[src/hdl/mpsm_pkg.sv]
// ----------------------------------------------------------------------------
// mpsm_pkg: shared types and constants of the string matcher
// Holds opcodes, status codes and the record that travels between the
// front end and the back end.
// ----------------------------------------------------------------------------
package mpsm_pkg;

  localparam int unsigned OpW   = 3;
  localparam int unsigned LetW  = 5;
  localparam int unsigned LenW  = 6;
  localparam int unsigned StatW = 2;

  typedef enum logic [OpW-1:0] {
    OP_START   = 3'd0,
    OP_ADD     = 3'd1,
    OP_END     = 3'd2,
    OP_BUILD   = 3'd3,
    OP_SCAN    = 3'd4,
    OP_RESTART = 3'd5
  } op_e;

  typedef enum logic [StatW-1:0] {
    ST_OK       = 2'd0,
    ST_FULL     = 2'd1,
    ST_LONG     = 2'd2,
    ST_NO_LINKS = 2'd3
  } status_e;

  // One accepted transaction as held in the command queue.
  typedef struct packed {
    logic [OpW-1:0]  op;
    logic [LetW-1:0] letter;
  } cmd_t;

endpackage

[src/hdl/mpsm_cmd_queue.sv]
// ----------------------------------------------------------------------------
// mpsm_cmd_queue: front end command queue
// Accepts input transactions and holds them until the back end takes them.
// ----------------------------------------------------------------------------
module mpsm_cmd_queue #(
  parameter int unsigned Depth = 4
) (
  input  logic                clk_i,
  input  logic                rst_ni,
  input  logic                push_i,
  input  mpsm_pkg::cmd_t      cmd_i,
  output logic                full_o,
  input  logic                take_i,
  output logic                avail_o,
  output mpsm_pkg::cmd_t      cmd_o
);
  import mpsm_pkg::*;

  localparam int unsigned AW = (Depth > 1) ? $clog2(Depth) : 1;

  cmd_t          mem_q [Depth];
  logic [AW-1:0] wr_q, wr_d, rd_q, rd_d;
  logic [AW:0]   cnt_q, cnt_d;
  logic          do_push, do_take;

  assign full_o  = (cnt_q == (AW+1)'(Depth));
  assign avail_o = (cnt_q != '0);
  assign do_push = push_i && !full_o;
  assign do_take = take_i && avail_o;
  assign cmd_o   = mem_q[rd_q];

  always_comb begin
    wr_d  = do_push ? ((wr_q == AW'(Depth-1)) ? '0 : wr_q + 1'b1) : wr_q;
    rd_d  = do_take ? ((rd_q == AW'(Depth-1)) ? '0 : rd_q + 1'b1) : rd_q;
    cnt_d = cnt_q + (AW+1)'(do_push) - (AW+1)'(do_take);
  end

  always_ff @(posedge clk_i or negedge rst_ni) begin
    if (!rst_ni) begin
      wr_q  <= '0;
      rd_q  <= '0;
      cnt_q <= '0;
    end else begin
      wr_q  <= wr_d;
      rd_q  <= rd_d;
      cnt_q <= cnt_d;
    end
  end

  always_ff @(posedge clk_i) begin
    if (do_push) begin
      mem_q[wr_q] <= cmd_i;
    end
  end

endmodule

[config.mk]
export PLATFORM = sky130hd
export DESIGN_NAME = mpsm_cmd_queue
export DESIGN_NICKNAME = d
export VERILOG_FILES = /design/src/hdl/mpsm_pkg.sv /design/src/hdl/mpsm_cmd_queue.sv
export SDC_FILE = /design/constraint.sdc
export NUM_CORES = 1
export LEC_CHECK = 0
export BUFFER_PORTS_ARGS = -buffer_cell sky130_fd_sc_hd__buf_2
export CAP_MARGIN = 15
export CELL_PAD_IN_SITES_DETAIL_PLACEMENT = 1
export CELL_PAD_IN_SITES_GLOBAL_PLACEMENT = 2
export CORE_MARGIN = 5
export CORE_UTILIZATION = 45
export DETAILED_ROUTE_END_ITERATION = 16
export PLACE_DENSITY = 0.85
export SLEW_MARGIN = 20
export SYNTH_ARGS = -nofsm -noshare
export SYNTH_HDL_FRONTEND = slang
export SYNTH_SLANG_ARGS = --single-unit
[constraint.sdc]
create_clock -name clk_i -period 5 [get_ports clk_i]
set_clock_uncertainty 0.1 [all_clocks]
set_input_delay 0.75 -clock clk_i [delete_from_list [all_inputs] [get_ports clk_i]]
set_output_delay 0.75 -clock clk_i [all_outputs]
set_load 0.1 [all_outputs]
==> flow_summary.ini <==
[status]
status = complete, no violations

[run]
cap_viol_max_count = 0

[sta]
hold_violations = 0
rsz0062_at_grt = no
worstMarginPinSlew_ns = 0.599
post-route-period-util_pct = 55.0
fin_setup_tns_ns = 0
fin_crit_ns = 2.75
clock.fmax_ghz = 0.363
relSlewSlack_pct = 60.0
drv_slew = 0
setup_violations = 0

[global_routing]
grt.total_usage_pct = 13.1
grt_max_degree = 13
grt_pass1_vias = 969
grt_pass1_wl_um = 4780
antenna_found_initial = 0
overflow = 0

[logic_synthesis]
synth_warnings = 0
synthArstFlopShare_pct = 17.9
synth_seq_area_share_pct = 69.2
yosysTopAreaCellShare_pct = 58.5
synth-seq-cells = 39
synthFlopType = edfxtp_1
syn_inst = 84
syn_area_per_cell_um2 = 19.5
synth_area_leaders = edfxtp_1, mux4_2, dfrtp_1, ha_1, and3b_1
ys_top_cells_by_count = edfxtp_1, mux4_2, dfrtp_1, ha_1, inv_1
syn_nets = 104
yosysMostFrequentCell = edfxtp_1
synth_top_cell_by_area = edfxtp_1
synth_edf_count = 32
synth.distinct_cells = 20
syn-cell-area_um2 = 1640

[cts]
cts_sinks = 39
insertion_delay_ns = 0.28
cts_tree = built
htreeDepth = 2
postCtsResizedCells = 0
postCtsHoldBufs = 0
cts_buffer_depth = 2
numCtsBuffers = 5
post_cts_buffers = 0
clk_pin_slew_worst_paths_ns = 0.07
cts_root_buf = clkbuf_8

[worst_hold_path]
worst_hold_path_type = in2async

[place]
gp_congestion = 0.695
numPortBuffers = 21

[route]
drtPass1Iterations = 4
vias = 825
ant_nets = 0
remaining_drc_errors = 0
drt_iter0_markers = 38
post_drt_wl_per_cell_um = 17.1
viasPerCell = 5.19
wl_um = 2730

[worst_setup_path]
arrival_ns = 1.90
critPathKind = reg2out
crit_fanout = 11
cp-start-kind = flip-flop
crit_required_ns = 4.15
cp-end-kind = primary output

[finish]
area_growth_pct = 15.1
diodes = 0
drive_above_1_share_pct = 36.9
nNetsFinal = 130
final_util_pct = 52.4

[die]
rows = 22
top_level_ports = 22
dieArea_um2 = 4960
die_y_um = 70.4
die_width_um = 70.4
core_um2 = 3610
start_util_pct = 45.5
==> per-layer routing <==
| layer | GRT usage [%] | up-vias | part of all wire [%] |
|---|---|---|---|
| met1 | 14.8 | 423 | 39 |
| met5 | 0 | - | 0 |
| met4 | 6.38 | 0 | 2.2 |
| met2 | 21.7 | 16 | 53 |
| met3 | 4.89 | 6 | 5.6 |
| li1 | - | 380 | - |
==> sequential cells by signal (all words and copies together) (netlist names) <==
name	cells
wr_q	2
rd_q	2
mem_q	32
cnt_q	3
==> placed cells by master, fill, tap and decap left out, drive strengths merged, types with 2 or more instances in the layout <==
master   instances
mux4             8
clkbuf           7
xnor2            2
dfrtp            7
ha               7
o211ai           2
mux2             2
nand2b           3
inv              6
edfxtp          32
and3b            4
buf             21
nand4bb          2
==> logic make-up (layout without fill, tap and decap cells) <==
group	Yosys count	in the layout	share of synthesized area (%)
xor gates and xnor gates	2	2	1.07
AOI/OAI and AO/OA	3	3	1.68
buffers and inverters	8	35	1.90
and+or+nand+nor	14	14	7.24
muxes	10	10	12.3
DFF	39	39	69.2
adders and majority gates	8	8	6.55
==> worst max-delay path: stages, from the launching register on <==
cell	delay, ns
dfrtp_1	0.72
mux4_2	0.58
buf_2	0.31
==> final timing paths <==
| kind | from | to | slack (ns) | cells after the start |
|---|---|---|---|---|
| hold / removal | rst_ni | rd_q[1] | 0.19 | 1 |
| hold reg to reg | wr_q[0] | wr_q[0] | 0.53 | 2 |
| max in group asynchronous | rst_ni | wr_q[1] | 4.46 | 1 |
| setup reg to reg | cnt_q[1] | cnt_q[2] | 2.60 | 9 |
| setup / recovery | rd_q[0] | cmd_o[1] | 2.25 | 2 |
| min in group clk_i | wr_q[0] | wr_q[0] | 0.53 | 2 |
==> final cells by class <==
class	instances	area, um2
fill	351	1720
multi-input combinational	37	474
inverter	6	22.5
timing repair buffer	21	105
tap	48	60.1
sequential	39	1140
clock inverter	1	5.00
clock buffer	7	86.3
==> through the flow <==
stage | hold WS (ns) | instance area, um2 | worst slack (ns) | cells
6_report | 0.186 | 1890 | 2.25 | 159
2_1_floorplan | 0.354 | 1640 | 2.07 | 84
5_1_grt | 0.176 | 1890 | 2.11 | 159
3_3_place_gp | 0.480 | 1800 | 2.54 | 151
4_1_cts | 0.182 | 1890 | 2.19 | 159
3_5_place_dp | 0.492 | 1800 | 2.52 | 151
Power is left out: the tool's default activity adds up to more than one toggle a clock period on the data nets, which glitch-free logic cannot reach.
