File: src/hdl/mpsm_res_queue.sv
// ----------------------------------------------------------------------------
// mpsm_res_queue: result queue
// Holds finished results until the consumer pops them.
// ----------------------------------------------------------------------------
module mpsm_res_queue #(
  parameter int unsigned Depth = 4,
  parameter int unsigned Width = 18
) (
  input  logic             clk_i,
  input  logic             rst_ni,
  input  logic             wr_i,
  input  logic [Width-1:0] data_i,
  output logic             ready_o,
  input  logic             pop_i,
  output logic             empty_o,
  output logic [Width-1:0] data_o
);
  localparam int unsigned AW = (Depth > 1) ? $clog2(Depth) : 1;

  logic [Width-1:0] mem_q [Depth];
  logic [AW-1:0]    wr_q, rd_q;
  logic [AW:0]      cnt_q;
  logic             do_wr, do_rd;

  assign ready_o = (cnt_q != (AW+1)'(Depth));
  assign empty_o = (cnt_q == '0);
  assign do_wr   = wr_i && ready_o;
  assign do_rd   = pop_i && !empty_o;
  assign data_o  = mem_q[rd_q];

  always_ff @(posedge clk_i or negedge rst_ni) begin
    if (!rst_ni) begin
      wr_q <= '0; rd_q <= '0; cnt_q <= '0;
    end else begin
      if (do_wr) wr_q <= (wr_q == AW'(Depth-1)) ? '0 : wr_q + 1'b1;
      if (do_rd) rd_q <= (rd_q == AW'(Depth-1)) ? '0 : rd_q + 1'b1;
      cnt_q <= cnt_q + (AW+1)'(do_wr) - (AW+1)'(do_rd);
    end
  end

  always_ff @(posedge clk_i) begin
    if (do_wr) mem_q[wr_q] <= data_i;
  end

endmodule

File: config.mk
export PLATFORM = sky130hd
export DESIGN_NAME = mpsm_res_queue
export DESIGN_NICKNAME = d
export VERILOG_FILES = /design/src/hdl/mpsm_res_queue.sv
export SDC_FILE = /design/constraint.sdc
export NUM_CORES = 1
export LEC_CHECK = 0
export ABC_CLOCK_PERIOD_IN_PS = 2900
export BUFFER_PORTS_ARGS = -buffer_cell sky130_fd_sc_hd__buf_2
export CAP_MARGIN = 20
export CORE_UTILIZATION = 45
export CTS_CLUSTER_SIZE = 40
export DETAILED_ROUTE_END_ITERATION = 6
export PLACE_DENSITY = 0.68
export SLEW_MARGIN = 20
export SYNTH_ARGS = -nofsm -noshare
export SYNTH_HDL_FRONTEND = slang
export SYNTH_SLANG_ARGS = --single-unit
File: constraint.sdc
create_clock -name clk_i -period 2.9 [get_ports clk_i]
set_clock_uncertainty 0.15 [all_clocks]
set_input_delay 0.87 -clock clk_i [delete_from_list [all_inputs] [get_ports clk_i]]
set_output_delay 0.87 -clock clk_i [all_outputs]
set_load 0.05 [all_outputs]
==> results.toml, run 1 <==
[drt]
drt_iter0_markers = 75
via_per_inst = 5.36
wl_met2_microns = 2650
firstDrtPassIters = 6
drc = 0
wl_met3_microns = 263
wire_per_inst_microns = 18.0
drt_wl_total_microns = 4830
ant_nets = 0
m1WireLength_microns = 1870
via_count = 1443
route.top_layer_used = "met4"

[synthesis]
muxShareOfSynthArea_pct = 13.9
synth_top_area_share_pct = 70.4
netlist_instances = 137
syn-num-nets = 167
ys_seq_elements = 79
ys.warnings.count = 0
synth_top_area_cell = "edfxtp_1"
synth-edff-count = 72
synth_xor_xnor_area_share_pct = 0.570
syn_area_sq_um = 3070
netlist_top_cells_area = "edfxtp_1 (70%), mux4_2 (13%), dfrtp_1 (5.7%)"
ys_types = 21
synth_most_common_cell = "edfxtp_1"
async_flop_share_pct = 8.86
synth_top_family_by_area = "multiplexers"
synth_compound_area_share_pct = 0.815
yosysSeqAreaShare_pct = 76.1
synth_top_flop_cell = "edfxtp_1"
ys_top_cells_by_count = "edfxtp_1 (72), mux4_2 (18), dfrtp_1 (7), ha_1 (7), inv_1 (6)"
synth_adder_area_share_pct = 3.50
avgSynthCellArea_sq_um = 22.4
synth-simple-area-share_pct = 3.34

[finish]
seqCellArea_sq_um = 2340
n_fill_cell = 522
nNetsFinal = 217
syn_to_final_growth_pct = 15.0
multi_input_area_sq_um = 681
antenna_cells = 0
final_layout_size_suffix_gt1_share_pct = 42.2

[pwr]
p_sw_mw = 1.57
leakage_nw = 1.28
p_per_area_nw_per_um2 = 1120
clock_power_share_pct = 16.4
ir_drop_mv = 0.616
pwr-share-seq_pct = 41.8
sw_frac_of_total_pct = 39.7
p_comb_share_pct = 41.8
p_int_mw = 2.38

[die]
start_util_pct = 47.6
die_area_sq_um = 7160
fp-row-count = 29
pin_count = 42
die_w_microns = 84.6
die_h_microns = 84.6
core_region_area_sq_um = 6460

[flow_run]
max-cap-violations = 0

[sta]
fin_crit_sh_pct = 95.6
finalSetupViolCount = 0
finalSetupTns_ps = 0
relSlewSlack_pct = 66.1
worstMarginPinSlew_ps = 504
report.final.slew_viol_count = 0
holdWs_ps = 210
hold_viol = 0
rsz0062_at_grt = "no"
max_freq_mhz = 361
layout_min_cycle_time_ps = 2770

[place]
gp_congestion = 0.687
io_buffers = 41
hpwl_microns = 3230

[global_routing]
grt_pass1_wl_microns = 7860
grt_usage_pct = 15.2
antenna_found_initial = 0
grt_max_degree = 19
gr-total-overflow = 0
first_global_vias = 1589

[worst_hold_path]
hold_path.class = "in2async"

[clocking]
cts_tree = "yes"
cts_buffers = 9
path_clk_slew_ps = 70
cts_max_level = 3
clock_tree.buffer_depth = 2
cts.repair.resized = 0
ctsRootBufferMaster = "clkbuf_8"
cts.sinks = 79
post_cts_buffers = 0
ctsHoldBuffers = 0
insertion_delay_ps = 330

[setup_path]
r2r_cells = 9
regToRegSetupSlack_ps = 390
cp.required_ps = 1880
cp.arrival_ps = 1750
r2r-start = "cnt_q[1]"
critPathMaxFanout = 18
crit_type = "reg2out"
worstSetupEndpointType = "primary output"
r2r_end = "cnt_q[2]"
crit_path_start_kind = "flip-flop"

[run_status]
status = "finished, final reports clean"
[cell families after synthesis]
| family | Yosys count |
|---|---|
| DFF | 79 |
| muxes | 20 |
| and+or+nand+nor | 14 |
| buffers and inverters | 11 |
| adders and majority gates | 8 |
| AOI/OAI and AO/OA | 3 |
| xor gates and xnor gates | 2 |
[power groups by stage]
| stage | Clock, mW | Sequential [mW] | Combinational, mW |
|---|---|---|---|
| 6_report | 0.647 | 1.65 | 1.65 |
| 5_1_grt | 0.705 | 1.68 | 1.77 |
| 4_1_cts | 0.663 | 1.65 | 1.68 |
| 3_5_place_dp | 0 | 1.68 | 1.68 |
| 3_3_place_gp | 0 | 1.65 | 1.64 |
| 2_1_floorplan | 0 | 1.61 | 1.35 |
[cell usage in the layout, fill, tap and decap left out, types with 4 or more instances in the layout]
| master | Yosys | routed |
|---|---|---|
| clkbuf_8 | 0 | 9 |
| edfxtp_1 | 72 | 72 |
| dfrtp_1 | 7 | 7 |
| clkinv_1 | 0 | 4 |
| ha_1 | 7 | 7 |
| inv_1 | 6 | 6 |
| mux4_2 | 18 | 18 |
| buf_2 | 4 | 41 |
| and3_2 | 4 | 4 |
[worst max-delay path by stage]
stage,cells after the start,startpoint,endpoint
floorplan,1,cnt_q[1],empty_o
global placement,10,pop_i,cnt_q[2]
detailed placement,10,pop_i,cnt_q[2]
CTS,3,rd_q[0],data_o[13]
global route,3,rd_q[0],data_o[15]
finish,3,rd_q[0],data_o[15]
[layer usage]
| layer | vias up | track usage, % |
|---|---|---|
| met1 | 744 | 17.0 |
| met4 | 0 | 7.70 |
| li1 | 655 | - |
| met5 | - | 0 |
| met2 | 40 | 26.6 |
| met3 | 4 | 4.13 |
[through the flow]
stage	std cells	setup WS [ps]	util, %	power [mW]	area (sq um)
floorplan	137	334	-	2.96	3070
CTS	269	92.7	54.7	4.00	3530
global route	269	33.8	54.7	4.16	3530
finish	269	127	54.7	3.95	3530
detailed placement	253	222	52.3	3.36	3380
global placement	253	351	52.3	3.29	3380
[critical path, stage by stage, from the launching register on]
cell,delay (ps)
dfrtp_1,440
buf_12,220
mux4_2,530
buf_2,230
[sequential cells by signal, indices dropped and copies added (netlist names)]
name / count
mem_q: 72
cnt_q: 3
rd_q: 2
wr_q: 2
[area by class of cell]
| type | count | share of cell area (%) |
|---|---|---|
| clock buffers | 10 | 3.61 |
| clock inverters | 6 | 0.779 |
| inverters | 6 | 0.638 |
| multi-input cells | 47 | 19.3 |
| flip-flops and latches | 79 | 66.2 |
| well taps | 77 | 2.73 |
| repair buffers | 44 | 6.80 |
Power figures use the tool's default switching activity.
==> inputs of run 2 (changes only) <==
==> constraint.sdc (replaced) <==
create_clock -name clk_i -period 2.9 [get_ports clk_i]
set_clock_uncertainty 0.15 [all_clocks]
set_input_delay 0.145 -clock clk_i [delete_from_list [all_inputs] [get_ports clk_i]]
set_output_delay 0.145 -clock clk_i [all_outputs]
set_load 0.05 [all_outputs]
==> run 2 against run 1 <==
Compared with the run above:
- fmax grew 10%
- first-iteration DRC count decreased by 8.0%
- hold slack got worse by 160 ps
- core utilization up 2.9 points
- register-to-register slack about the same
- clock power up 4.5%
- final cell count increased by 7.1%
- clock-buffer cell count shrank 1
- setup slack improved by 260 ps
- routed wire length up 3.8%
- non-clock buffer count up 19
- total power up 0.66%
- critical endpoint is now cnt_q[2]
- largest power group unchanged
- highest routed layer unchanged
==> results.toml, run 2 (same netlist as run 1, synthesis figures left out) <==
[clocking]
cts_max_level = 3
path_clk_slew_ps = 70
ctsHoldBuffers = 20
cts_tree = "yes"
cts.repair.resized = 0
insertion_delay_ps = 340
ctsRootBufferMaster = "clkbuf_8"
clock_tree.buffer_depth = 2
cts.sinks = 79
post_cts_buffers = 0
cts_buffers = 9

[sta]
worstMarginPinSlew_ps = 887
report.final.slew_viol_count = 0
finalSetupTns_ps = 0
finalSetupViolCount = 0
rsz0062_at_grt = "no"
finalWorstSetupSlack_ps = 383
hold_viol = 0
relSlewSlack_pct = 40.9
max_freq_mhz = 397
fin_crit_sh_pct = 86.8
layout_min_cycle_time_ps = 2520

[finish]
fin_cells = 288
final_util_pct = 57.6
largestRegisters = "mem_q x72, cnt_q x3"
final_cell_mix = "edfxtp_1 (72), buf_2 (41), dlygate4sd3_1 (20), mux4_2 (18), clkbuf_8 (9)"
final_common_cell = "edfxtp_1"
syn_to_final_growth_pct = 21.1
final_layout_size_suffix_gt1_share_pct = 39.3
largest_reg_flops = 72
antenna_cells = 0
largest-register = "mem_q"
nNetsFinal = 236

[drt]
drt_wl_total_microns = 5010
via_count = 1526
wire_per_inst_microns = 17.4
ant_nets = 0
drc = 0
via_per_inst = 5.30
firstDrtPassIters = 6
drt_iter0_markers = 69

[global_routing]
grt_pass1_wl_microns = 8270
gr-total-overflow = 0
grt_max_degree = 21
first_global_vias = 1671
grt_usage_pct = 16.1
antenna_found_initial = 0

[place]
io_buffers = 41
post-place-ws_ps = 378
dp.cells = 252
hpwl_microns = 3080
gp_congestion = 0.757

[setup_path]
crit_path_start_kind = "flip-flop"
cp.required_ps = 2970
critPathMaxFanout = 8
crit_type = "reg2reg"
worstSetupEndpointType = "flip-flop"
cp.arrival_ps = 2590

[worst_hold_path]
hold_path.class = "in2reg"

[pwr]
pwr-share-seq_pct = 43.0
p_comb_share_pct = 40.0
clock_power_share_pct = 17.0
p_sw_mw = 1.60
p_int_mw = 2.38
leakage_nw = 1.36
ir_drop_mv = 0.509
sw_frac_of_total_pct = 40.2
p_per_area_nw_per_um2 = 1070

[die]
die_h_microns = 84.6
core_region_area_sq_um = 6460
fp-row-count = 29
pin_count = 42
die_w_microns = 84.6
start_util_pct = 47.6
die_area_sq_um = 7160

[flow_run]
max-cap-violations = 0

[run_status]
status = "finished, final reports clean"
## run 2: cell count changes in the layout (fill, tap and decap cells not counted), sizes merged
cell	change
buf	-1
clkbuf	-1
clkinv	+2
clkinvlp	-1
dlygate4sd3	+20
## run 2: worst max-delay path: stages, from the launching register on
cell     delay, ps
dfrtp_1        470
or3b_1         530
nand2_1        120
ha_1           230
inv_1           60
ha_1           130
inv_1           50
fa_1           380
xnor2_1        150
xnor2_1        140
## run 2: routing by layer
layer | GRT usage (%) | wire, microns | vias up
met4 | 8.94 | 107 | 0
met3 | 4.23 | 186 | 8
met1 | 19.3 | 2110 | 789
met5 | 0 | 0 | -
li1 | - | - | 696
met2 | 26.7 | 2610 | 33
## run 2: layout make-up
type	count	area [sq um]
clock buffers	9	124
clock inverters	7	40.0
fillers	502	2740
inverters	6	22.5
multi-input cells	47	681
flip-flops and latches	79	2340
well taps	77	96.3
repair buffers	63	420
## run 2: power by group through the flow
stage	clock network (mW)	registers (mW)	logic (mW)
finish	0.676	1.71	1.59
global route	0.749	1.74	1.70
CTS	0.699	1.72	1.62
detailed placement	0	1.74	1.59
global placement	0	1.71	1.56
floorplan	0	1.61	1.35
## run 2: final timing paths
path                           from  endpoint  slack (ps)  cells past startpoint
setup / recovery           cnt_q[1]  cnt_q[2]         380                      9
hold / removal                 wr_i   wr_q[1]          50                      3
setup reg to reg           cnt_q[1]  cnt_q[2]         380                      9
hold reg to reg            cnt_q[0]  cnt_q[0]         480                      1
max in group asynchronous    rst_ni   wr_q[1]        1750                      3
min in group asynchronous    rst_ni  cnt_q[0]         600                      3
## run 2: metrics by stage
stage / hold WS [ps] / area, sq um / power (mW)
floorplan: -301 / 3070 / 2.96
global placement: -168 / 3360 / 3.27
detailed placement: -160 / 3360 / 3.34
CTS: 26.0 / 3720 / 4.03
global route: 66.3 / 3720 / 4.19
finish: 45.7 / 3720 / 3.97
==> inputs of run 3 (changes only) <==
--- a/config.mk
+++ b/config.mk
@@ -8,10 +8,11 @@
 export ABC_CLOCK_PERIOD_IN_PS = 2900
 export BUFFER_PORTS_ARGS = -buffer_cell sky130_fd_sc_hd__buf_2
 export CAP_MARGIN = 20
-export CORE_UTILIZATION = 45
+export CORE_ASPECT_RATIO = 1.4
+export CORE_UTILIZATION = 40
 export CTS_CLUSTER_SIZE = 40
 export DETAILED_ROUTE_END_ITERATION = 6
-export PLACE_DENSITY = 0.68
+export PLACE_DENSITY = 0.62
 export SLEW_MARGIN = 20
 export SYNTH_ARGS = -nofsm -noshare
 export SYNTH_HDL_FRONTEND = slang
==> run 3 against run 2 <==
Compared with the run above:
- die area is 12% higher
- routed wire length is 0.30% higher
- register-to-register slack worse by 30 ps
- clock-buffer cell count stayed put
- largest cell class unchanged
- combinational power is 5% higher
- clock power is 17% higher
- sequential share of layout area is 1.1 points lower
- total power is 2.7% higher
- non-clock buffer count is 1 higher
- core utilization is 6.5 points lower
- highest routed layer unchanged
- hold slack worse by 10 ps
==> results.toml, run 3 (same netlist as run 1, synthesis figures left out) <==
[die]
die_w_microns = 76.1
core_region_area_sq_um = 7410
pin_count = 42
die_area_sq_um = 8040
die_h_microns = 106
fp-row-count = 37
start_util_pct = 41.5

[setup_path]
max_stage_delay_ps = 530
r2r_cells = 9
cp.arrival_ps = 2660
worstSetupEndpointType = "flip-flop"
regToRegSetupSlack_ps = 350
crit_type = "reg2reg"
r2r-start = "cnt_q[1]"
cp.required_ps = 3010
critPathMaxFanout = 8
crit_path_start_kind = "flip-flop"
r2r_end = "cnt_q[2]"
crit_slowest_cell = "or3b_1"
path_cells = "or3b_1 -> nand2_1 -> ha_1 -> inv_1 -> ha_1 -> inv_1 -> fa_1 -> xnor2_1 -> xnor2_1"

[drt]
wl_met3_microns = 241
via_per_inst = 4.85
m1WireLength_microns = 1990
firstDrtPassIters = 4
route.top_layer_used = "met4"
drc = 0
ant_nets = 0
drt_wl_total_microns = 5030
via_count = 1499
wire_per_inst_microns = 16.3
wl_met2_microns = 2710
drt_iter0_markers = 68

[finish]
syn_to_final_growth_pct = 23.3
nNetsFinal = 237
multi_input_area_sq_um = 681
largest-register = "mem_q"
final_layout_size_suffix_gt1_share_pct = 40.1
seqCellArea_sq_um = 2340
largestRegisters = "mem_q x72, cnt_q x3"
n_fill_cell = 621
final_cell_mix = "edfxtp_1 (72), buf_2 (41), dlygate4sd3_1 (21), mux4_2 (18), clkbuf_8 (9)"
largest_reg_flops = 72
final_common_cell = "edfxtp_1"
antenna_cells = 0
fin_cells = 309

[run_status]
status = "finished, final reports clean"

[sta]
report.final.slew_viol_count = 0
max_freq_mhz = 393
finalWorstSetupSlack_ps = 353
rsz0062_at_grt = "no"
relSlewSlack_pct = 67.4
fin_crit_sh_pct = 87.8
finalSetupViolCount = 0
layout_min_cycle_time_ps = 2550
worstMarginPinSlew_ps = 489
holdWs_ps = 35.5
finalSetupTns_ps = 0
hold_viol = 0

[clocking]
clock_tree.buffer_depth = 2
cts_buffers = 9
ctsRootBufferMaster = "clkbuf_8"
cts.repair.resized = 0
cts_tree = "yes"
path_clk_slew_ps = 80
cts.sinks = 79
post_cts_buffers = 0
insertion_delay_ps = 340
cts_max_level = 3

[pwr]
ir_drop_mv = 0.484
p_per_area_nw_per_um2 = 1080
leakage_nw = 1.38

[worst_hold_path]
hold_path.class = "in2reg"
hold_depth = 3
holdCritStartpoint = "wr_i"
whs_endpoint = "wr_q[0]"

[global_routing]
grt_usage_pct = 13.9
grt_max_degree = 19
first_global_vias = 1678
gr-total-overflow = 0
antenna_found_initial = 0
grt_pass1_wl_microns = 8010

[flow_run]
max-cap-violations = 0

[place]
post-place-ws_ps = 376
io_buffers = 41
dp.cells = 272
gp_congestion = 0.685
hpwl_microns = 3150
==> run 3: cell types whose count changed in the layout (fill, tap and decap cells not counted) <==
cell / previous run / this run
dlygate4sd3_1: 20 / 21
bufinv_16: 0 / 1
clkinv_4: 2 / 1
clkinv_1: 2 / 0
inv_6: 0 / 2
==> run 3: how the worst max path moves through the flow <==
stage             start  endpoint  cells past startpoint
2_1_floorplan  cnt_q[1]  cnt_q[2]                     10
3_3_place_gp   cnt_q[1]  cnt_q[2]                      9
3_5_place_dp   cnt_q[1]  cnt_q[2]                      9
4_1_cts        cnt_q[1]  cnt_q[2]                      9
5_1_grt        cnt_q[1]  cnt_q[2]                      9
6_report       cnt_q[1]  cnt_q[2]                      9
==> run 3: cell type report <==
cell class                      count  area share (%)
Sequential cell                    79            61.7
Multi-Input combinational cell     47            18.0
Timing Repair Buffer               64            11.4
Clock buffer                        9            3.27
Tap cell                           97            3.20
Clock inverter                      7            1.88
Inverter                            6           0.595
==> run 3: layer usage <==
layer	global-route usage, %	vias to the layer above
li1	-	697
met1	14.4	754
met2	24.9	38
met3	4.16	10
met4	7.42	0
met5	0	-
==> run 3: through the flow <==
stage / cell area, sq um / util, % / power (mW)
after floorplan: 3070 / - / 2.96
after global placement: 3380 / 45.7 / 3.27
after detailed placement: 3380 / 45.7 / 3.34
after CTS: 3790 / 51.1 / 4.14
after global routing: 3790 / 51.1 / 4.29
final: 3790 / 51.1 / 4.08
==> run 3: what timing repair did <==
| action | in CTS | in global routing |
|---|---|---|
| hold buffers | 21 | 0 |
| hold endpoints to repair | 79 | 0 |
| setup endpoints to repair | 0 | 0 |
==> run 3: critical path: cells and delay by family (launching register included) <==
kind / cells / cell delay (ps)
AND/OR/NAND/NOR: 2 / 670
flip-flops: 1 / 460
XOR/XNOR: 2 / 340
adder cells (fa/ha/maj): 3 / 740
buffers and inverters: 2 / 110
==> run 3: where the power goes <==
part	switching, mW	internal (mW)	leakage [nW]
sequential	0.102	1.52	0.742
combinational	1.11	0.561	0.537
clock	0.390	0.400	0.104
